==> config.mk <==
export PLATFORM = sky130hd
export DESIGN_NAME = etfi_ctrl
export DESIGN_NICKNAME = d
export VERILOG_FILES = /design/src/rtl/etfi_pkg.sv /design/src/rtl/etfi_ctrl.sv
export SDC_FILE = /design/constraint.sdc
export NUM_CORES = 1
export LEC_CHECK = 0
export ABC_AREA = 1
export BUFFER_PORTS_ARGS = -buffer_cell sky130_fd_sc_hd__buf_2
export CORE_ASPECT_RATIO = 0.8
export CORE_MARGIN = 2
export CORE_UTILIZATION = 35
export DETAILED_ROUTE_END_ITERATION = 16
export PLACE_DENSITY = 0.62
export SETUP_SLACK_MARGIN = 0.15
export SYNTH_ARGS = -nofsm -noshare
export SYNTH_HDL_FRONTEND = slang
export SYNTH_SLANG_ARGS = --single-unit
export TNS_END_PERCENT = 100
==> constraint.sdc <==
create_clock -name clk -period 2 [get_ports clk]
set_clock_uncertainty 0.05 [all_clocks]
set_input_delay 0.5 -clock clk [delete_from_list [all_inputs] [get_ports clk]]
set_output_delay 0.5 -clock clk [all_outputs]
set_load 0.01 [all_outputs]
==> src/rtl/etfi_pkg.sv <==
`default_nettype none

package etfi_pkg;

	// Configuration register indexes
	typedef enum logic [2:0] {
		CFG_FRACTAL_MODE     = 3'd0,
		CFG_ITERATION_LIMIT  = 3'd1,
		CFG_JULIA_CONST_REAL = 3'd2,
		CFG_JULIA_CONST_IMAG = 3'd3,
		CFG_MANDEL_RADIUS_SQ = 3'd4,
		CFG_JULIA_RADIUS_SQ  = 3'd5
	} cfg_index_t;

	localparam int unsigned CFG_INDEX_W = 3;
	localparam int unsigned CFG_DATA_W  = 32;
	localparam int unsigned COORD_W     = 32;
	localparam int unsigned RADIUS_W    = 31;
	localparam int unsigned LIMIT_W     = 16;
	localparam int unsigned COUNT_W     = 16;

	localparam logic                       MODE_MANDEL    = 1'b0;
	localparam logic                       MODE_JULIA     = 1'b1;
	localparam logic [LIMIT_W-1:0]         LIMIT_RST      = 16'd256;
	localparam logic signed [COORD_W-1:0]  JULIA_RE_RST   = 32'shF999999A;
	localparam logic signed [COORD_W-1:0]  JULIA_IM_RST   = 32'sh0999999A;
	localparam logic [RADIUS_W-1:0]        MANDEL_RAD_RST = 31'h033D70A4;
	localparam logic [RADIUS_W-1:0]        JULIA_RAD_RST  = 31'h40000000;

	localparam logic signed [2*COORD_W-1:0] SAT_MAX = 64'sd2147483647;
	localparam logic signed [2*COORD_W-1:0] SAT_MIN = -64'sd2147483648;

	typedef struct packed {
		logic signed [COORD_W-1:0] point_real;
		logic signed [COORD_W-1:0] point_imag;
	} in_item_t;

	typedef struct packed {
		logic [COUNT_W-1:0] escape_count;
		logic               escaped;
	} out_item_t;

	// Controller to datapath commands
	typedef struct packed {
		logic load;
		logic mul;
		logic upd;
	} etfi_cmd_t;

	typedef enum logic [1:0] {
		ST_IDLE,
		ST_MUL,
		ST_EVAL
	} etfi_state_t;

	function automatic logic signed [COORD_W-1:0] sat32(input logic signed [2*COORD_W-1:0] v);
		logic signed [COORD_W-1:0] r;
		if (v > SAT_MAX) begin
			r = SAT_MAX[COORD_W-1:0];
		end else if (v < SAT_MIN) begin
			r = SAT_MIN[COORD_W-1:0];
		end else begin
			r = v[COORD_W-1:0];
		end
		return r;
	endfunction

endpackage

`default_nettype wire

==> src/rtl/etfi_ctrl.sv <==
`default_nettype none

module etfi_ctrl import etfi_pkg::*; #(
	parameter int unsigned ITER_WIDTH = 16
) (
	input  wire logic               clk,
	input  wire logic               arst_n,
	input  wire logic               start,
	input  wire logic [LIMIT_W-1:0] iteration_limit,
	input  wire logic               escape,
	input  wire logic               out_free,
	output etfi_cmd_t               cmd,
	output logic                    busy,
	output logic                    done,
	output out_item_t               result
);

	etfi_state_t           state_q, state_d;
	logic [ITER_WIDTH-1:0] iter_q, iter_m1, limit;
	logic                  iter_clr, iter_inc;
	logic                  hit, finish;

	always_ff @(posedge clk or negedge arst_n) begin
		if (!arst_n) begin
			state_q <= ST_IDLE;
			iter_q  <= '0;
		end else begin
			state_q <= state_d;
			if (iter_clr) begin
				iter_q <= '0;
			end else if (iter_inc) begin
				iter_q <= iter_q + 1'b1;
			end
		end
	end

	always_comb begin
		limit   = ITER_WIDTH'(iteration_limit);
		iter_m1 = iter_q - 1'b1;
		// an escape only counts once z has been updated at least once
		hit     = (iter_q != '0) && escape;
		finish  = hit || (iter_q == limit);
		result.escaped      = hit;
		result.escape_count = hit ? COUNT_W'(iter_m1) : '0;
		busy     = (state_q != ST_IDLE);
		state_d  = state_q;
		cmd      = '0;
		iter_clr = 1'b0;
		iter_inc = 1'b0;
		done     = 1'b0;
		case (state_q)
			ST_IDLE: begin
				if (start) begin
					cmd.load = 1'b1;
					iter_clr = 1'b1;
					state_d  = ST_MUL;
				end
			end
			ST_MUL: begin
				cmd.mul = 1'b1;
				state_d = ST_EVAL;
			end
			ST_EVAL: begin
				if (finish) begin
					if (out_free) begin
						done    = 1'b1;
						state_d = ST_IDLE;
					end
				end else begin
					cmd.upd  = 1'b1;
					iter_inc = 1'b1;
					state_d  = ST_MUL;
				end
			end
			default: begin
				state_d = ST_IDLE;
			end
		endcase
	end

endmodule

`default_nettype wire

Yosys cells after proc, flatten, opt, wreduce, memory -nomap -nowiden
Index checks and enable logic that the tools add are counted.
{"block": "word_totals", "register_bits": 18, "elab_cells": 31}
{"block": "classes", "n_addsub": 2, "eq_ne": 5, "n_mux": 15, "reduce_logical": 7}
{"operator": "$mux W16", "count": 3}
{"operator": "$add A16 B1 Y16 const B", "count": 1}
{"operator": "$eq A16 B16 Y1", "count": 1}
{"operator": "$reduce_bool A16 Y1", "count": 1}
{"operator": "$sub A16 B1 Y16 const B", "count": 1}
{"operator": "$mux W1", "count": 8}
{"operator": "$mux W2", "count": 3}
{"operator": "$pmux W2 S3", "count": 1}
{"operator": "$reduce_bool A2 Y1", "count": 2}
{"operator": "$ne A3 B3 Y1 const B", "count": 1}
{"operator": "$eq A2 B1 Y1 const B", "count": 1}
{"operator": "$eq A2 B2 Y1 const B", "count": 1}
{"operator": "$logic_not A2 Y1", "count": 1}
{"operator": "$ne A2 B2 Y1 const B", "count": 1}
{"operator": "$reduce_and A2 Y1", "count": 1}
{"operator": "$logic_and A1 B1 Y1", "count": 1}
{"operator": "$logic_or A1 B1 Y1", "count": 1}

Longest topological paths before layout
{"block": "depth", "ltp_word": 7, "depth_mapped": 13, "depth_no_buf": 11}

Worst setup path after synthesis
Ideal clock, no wire load.
{"block": "synth_path", "kind": "register to output", "start": "register iter_q[1]", "end": "output result[10] (netlist name)", "arrival_ns": 1.550, "setup_slack_ns": -0.100, "stages_incl_launch_ff": 9, "path_buffers": 1, "cell_sequence": "dfrtp_1 -> inv_1 -> ha_1 -> nand3_4 -> nor2_4 -> nand2_2 -> nand2_4 -> clkbuf_1 -> nor2_1"}
{"item": "start: declaration", "line": "etfi_ctrl.sv:19", "source": "logic [ITER_WIDTH-1:0] iter_q, iter_m1, limit;"}
{"item": "start signal: assignment", "line": "etfi_ctrl.sv:32", "source": "iter_q <= iter_q + 1'b1;"}
{"item": "end: declaration", "line": "etfi_ctrl.sv:15", "source": "output out_item_t result"}

==> impl_metrics.tcl <==
set metrics [dict create \
    area_delta_synth_final_pct 53.5 \
    async_reset_ff_share_pct 100 \
    start_kind "register" \
    crit_arrival_ns 1.73 \
    via_per_inst 4.68 \
    grt_max_degree 19 \
    grt.total_usage_pct 19.7 \
    dr.first_iter.drc_count 82 \
    crit_path_max_fanout 4 \
    synth-simple-area-share_pct 50.1 \
    setup_tns_ns -4.76 \
    synth-xor-area-share_pct 9.87 \
    hp-class "input pin to async pin" \
    nets 438 \
    peakVddDrop_uv 581 \
    clk_pin_slew_worst_paths_ns 0.08 \
    finalWirelength_um 6100 \
    synth_top_family_by_area "simple AND/OR/NAND/NOR gates" \
    yosysTopAreaCell "dfrtp_1" \
    nFillCells 519 \
    die_h_um 70.8 \
    ys_seq_area_share_pct 23.1 \
    overflow 0 \
    grt_pass1_vias 2149 \
    routabilityCongestion 0.825 \
    htreeDepth 1 \
    yosys_warnings 0 \
    cp.required_ns 1.45 \
    post-route-util_pct 55.5 \
    violations "setup timing" \
    die_area_um2 6200 \
    wl_per_cell_um 12.7 \
    path_common_cell "nand2_1" \
    synth_cells 326 \
    drc 0 \
    antenna_found_initial 0 \
    max_slew_margin_pct 70.5 \
    hold_viol 0 \
    synth_commonest_cells "96 x nand2_1, 62 x nor2_1, 33 x inv_1" \
    slew_violations 0 \
    final_antenna_net_count 0 \
    combPwrFrac_pct 75.1 \
    leakage_nw 1.61 \
    path_cells "buf_4, nand2_1, nand2_1, nor2_1, nand2_1, nor2_2, nand2_2, buf_4, nand3_4, inv_2, buf_6" \
    place_hpwl_um 4200 \
    p_sw_w 0.00138 \
    setup_slack_ns -0.279 \
    clkPwrFrac_pct 9.6 \
    synth_compound_area_share_pct 1.92 \
    port_buffers 42 \
    synth.distinct_cells 26 \
    cap_violations 0 \
    crit_type "register to output pin" \
    yosys.area.top_type_share_pct 23.1 \
    intPower_w 0.00160 \
    diodes 0 \
    fin_crit_sh_pct 114 \
    clock-root-buffer "clkbuf_8" \
    tightest_slew_ns 0.443 \
    cts_tree "yes" \
    avgSynthCellArea_um2 5.99 \
    ys_ff_latch 18 \
    grt_first_pass_wirelength_um 9750 \
    period_needed_ns 2.28 \
    clockBufferDepth 2 \
    clock_sinks 18 \
    cpLargestDelayFamily "simple AND/OR/NAND/NOR gates" \
    cts_hold_buf 0 \
    switching_share_pct 46.3 \
    stdcell_count 479 \
    p_seq_share_pct 15.3 \
    placed_cells 455 \
    fp.dieW_um 87.5 \
    drive_gt1_share_pct 45.4 \
    final-setup-viol-count 19 \
    crit_path_top_delay_cell "dfrtp_2" \
    fmax_mhz 439 \
    power_density_nw_per_um2 995 \
    crit_buf_inv 4 \
    rsz0062_at_grt "true" \
    dr.pass1.iters 4 \
    synth_area_um2 1950 \
    synthAdderAreaFrac_pct 1.28 \
    yosys_most_used_dff "dfrtp_1" \
    io_pins 43 \
    synthTopCellsByArea "dfrtp_1 23%, nand2_1 18%, nor2_1 12%" \
    synth_most_common_cell "nand2_1" \
    core_um2 5410 \
    synthMuxAreaShare_pct 0 \
    synth.net_count 349 \
    slowest_delay_ns 0.45 \
    vias 2244 \
    cts_buffers 3 \
    clock_latency_ns 0.27 \
    fp-row-count 24 \
    run_status "complete, but fails checks" \
    endpoint_kind "output pin" \
    synth_edf_count 0 \
    initial_core_util_pct 36.1 \
]
==> per-layer routing <==
metal | up-vias | wire length [um] | GRT usage (%)
li1 | 1161 | - | -
met1 | 1024 | 2870 | 28.3
met2 | 54 | 2900 | 31.7
met3 | 5 | 276 | 1.40
met4 | 0 | 58 | 5.81
met5 | - | 0 | 0
==> final cells by class <==
| type | count | area, um^2 | share of cell area (%) |
|---|---|---|---|
| multi-input cells | 253 | 1500 | 50.2 |
| inverters | 40 | 156 | 5.22 |
| clock buffers | 4 | 45.0 | 1.50 |
| flip-flops and latches | 18 | 457 | 15.2 |
| repair buffers | 99 | 754 | 25.2 |
| well taps | 65 | 81.3 | 2.71 |
==> sequential cells by signal, summed over array words and instances, names as in the netlist <==
signal,flops
state_q,2
iter_q,16
==> layout by cell type, fill, tap and decap left out <==
| master | n |
|---|---|
| buf_2 | 37 |
| clkinv_2 | 1 |
| nor2_1 | 52 |
| o21ai_1 | 1 |
| clkbuf_16 | 1 |
| buf_4 | 47 |
| clkbuf_1 | 1 |
| inv_4 | 2 |
| clkbuf_8 | 3 |
| a21oi_2 | 2 |
| buf_12 | 3 |
| nor3b_2 | 1 |
| a21oi_1 | 2 |
| nor3_1 | 7 |
| nor3_2 | 1 |
| xor2_1 | 20 |
| nand2_4 | 2 |
| o21bai_1 | 1 |
| buf_6 | 9 |
| dfrtp_2 | 5 |
| nand2_2 | 22 |
| o21ai_2 | 1 |
| nand2_8 | 3 |
| dfrtp_1 | 13 |
| inv_1 | 28 |
| nand3_2 | 16 |
| nor2_2 | 8 |
| xnor2_1 | 1 |
| xor2_2 | 1 |
| nand3_1 | 13 |
| nand3_4 | 2 |
| nand4_1 | 2 |
| nor2_4 | 6 |
| ha_4 | 2 |
| buf_8 | 2 |
| inv_2 | 9 |
| nor3_4 | 1 |
| nand2_1 | 85 |
| or2_2 | 1 |
==> logic make-up after synthesis <==
group                    count (synthesis)
AND/OR/NAND/NOR                        221
buffers and inverters                   56
XOR/XNOR                                22
flip-flops                              18
AO/OA/AOI/OAI                            7
adder cells (fa/ha/maj)                  2
==> final timing paths <==
path	from	end	slack, ns	cells past startpoint
min in group clk	out_free	state_q[1]	0.36	2
max	iter_q[3]	cmd[0]	-0.28	11
min	arst_n	state_q[0]	0.12	1
max in group asynchronous	arst_n	iter_q[9]	1.44	1
max reg2reg	iter_q[3]	iter_q[5]	0.05	14
min reg2reg	iter_q[11]	iter_q[11]	0.55	2
==> power by group through the flow <==
stage / Combinational [W] / Sequential, W / Clock (W)
3_5_place_dp: 0.00154 / 0.000460 / 0
4_1_cts: 0.00190 / 0.000452 / 0.000280
2_1_floorplan: 0.00104 / 0.000457 / 0
5_1_grt: 0.00243 / 0.000461 / 0.000298
6_report: 0.00224 / 0.000456 / 0.000286
3_3_place_gp: 0.00153 / 0.000459 / 0
==> repair_timing <==
item / CTS / global route
setup endpoints to repair: 35 / 36
gates cloned: 1 / 2
buffers inserted: 15 / 2
gates resized for setup: 42 / 38
pin swaps: 11 / 16
==> metrics by stage <==
stage	power (W)	area [um^2]	hold slack, ns	setup WS, ns
finish	0.00298	3000	0.119	-0.279
global route	0.00319	3000	0.156	-0.355
CTS	0.00264	2800	0.134	-0.254
detailed placement	0.00200	2450	0.419	-0.0640
global placement	0.00199	2450	0.415	-0.0376
floorplan	0.00150	1990	0.154	0.0829
(Power assumes the default switching activity.)
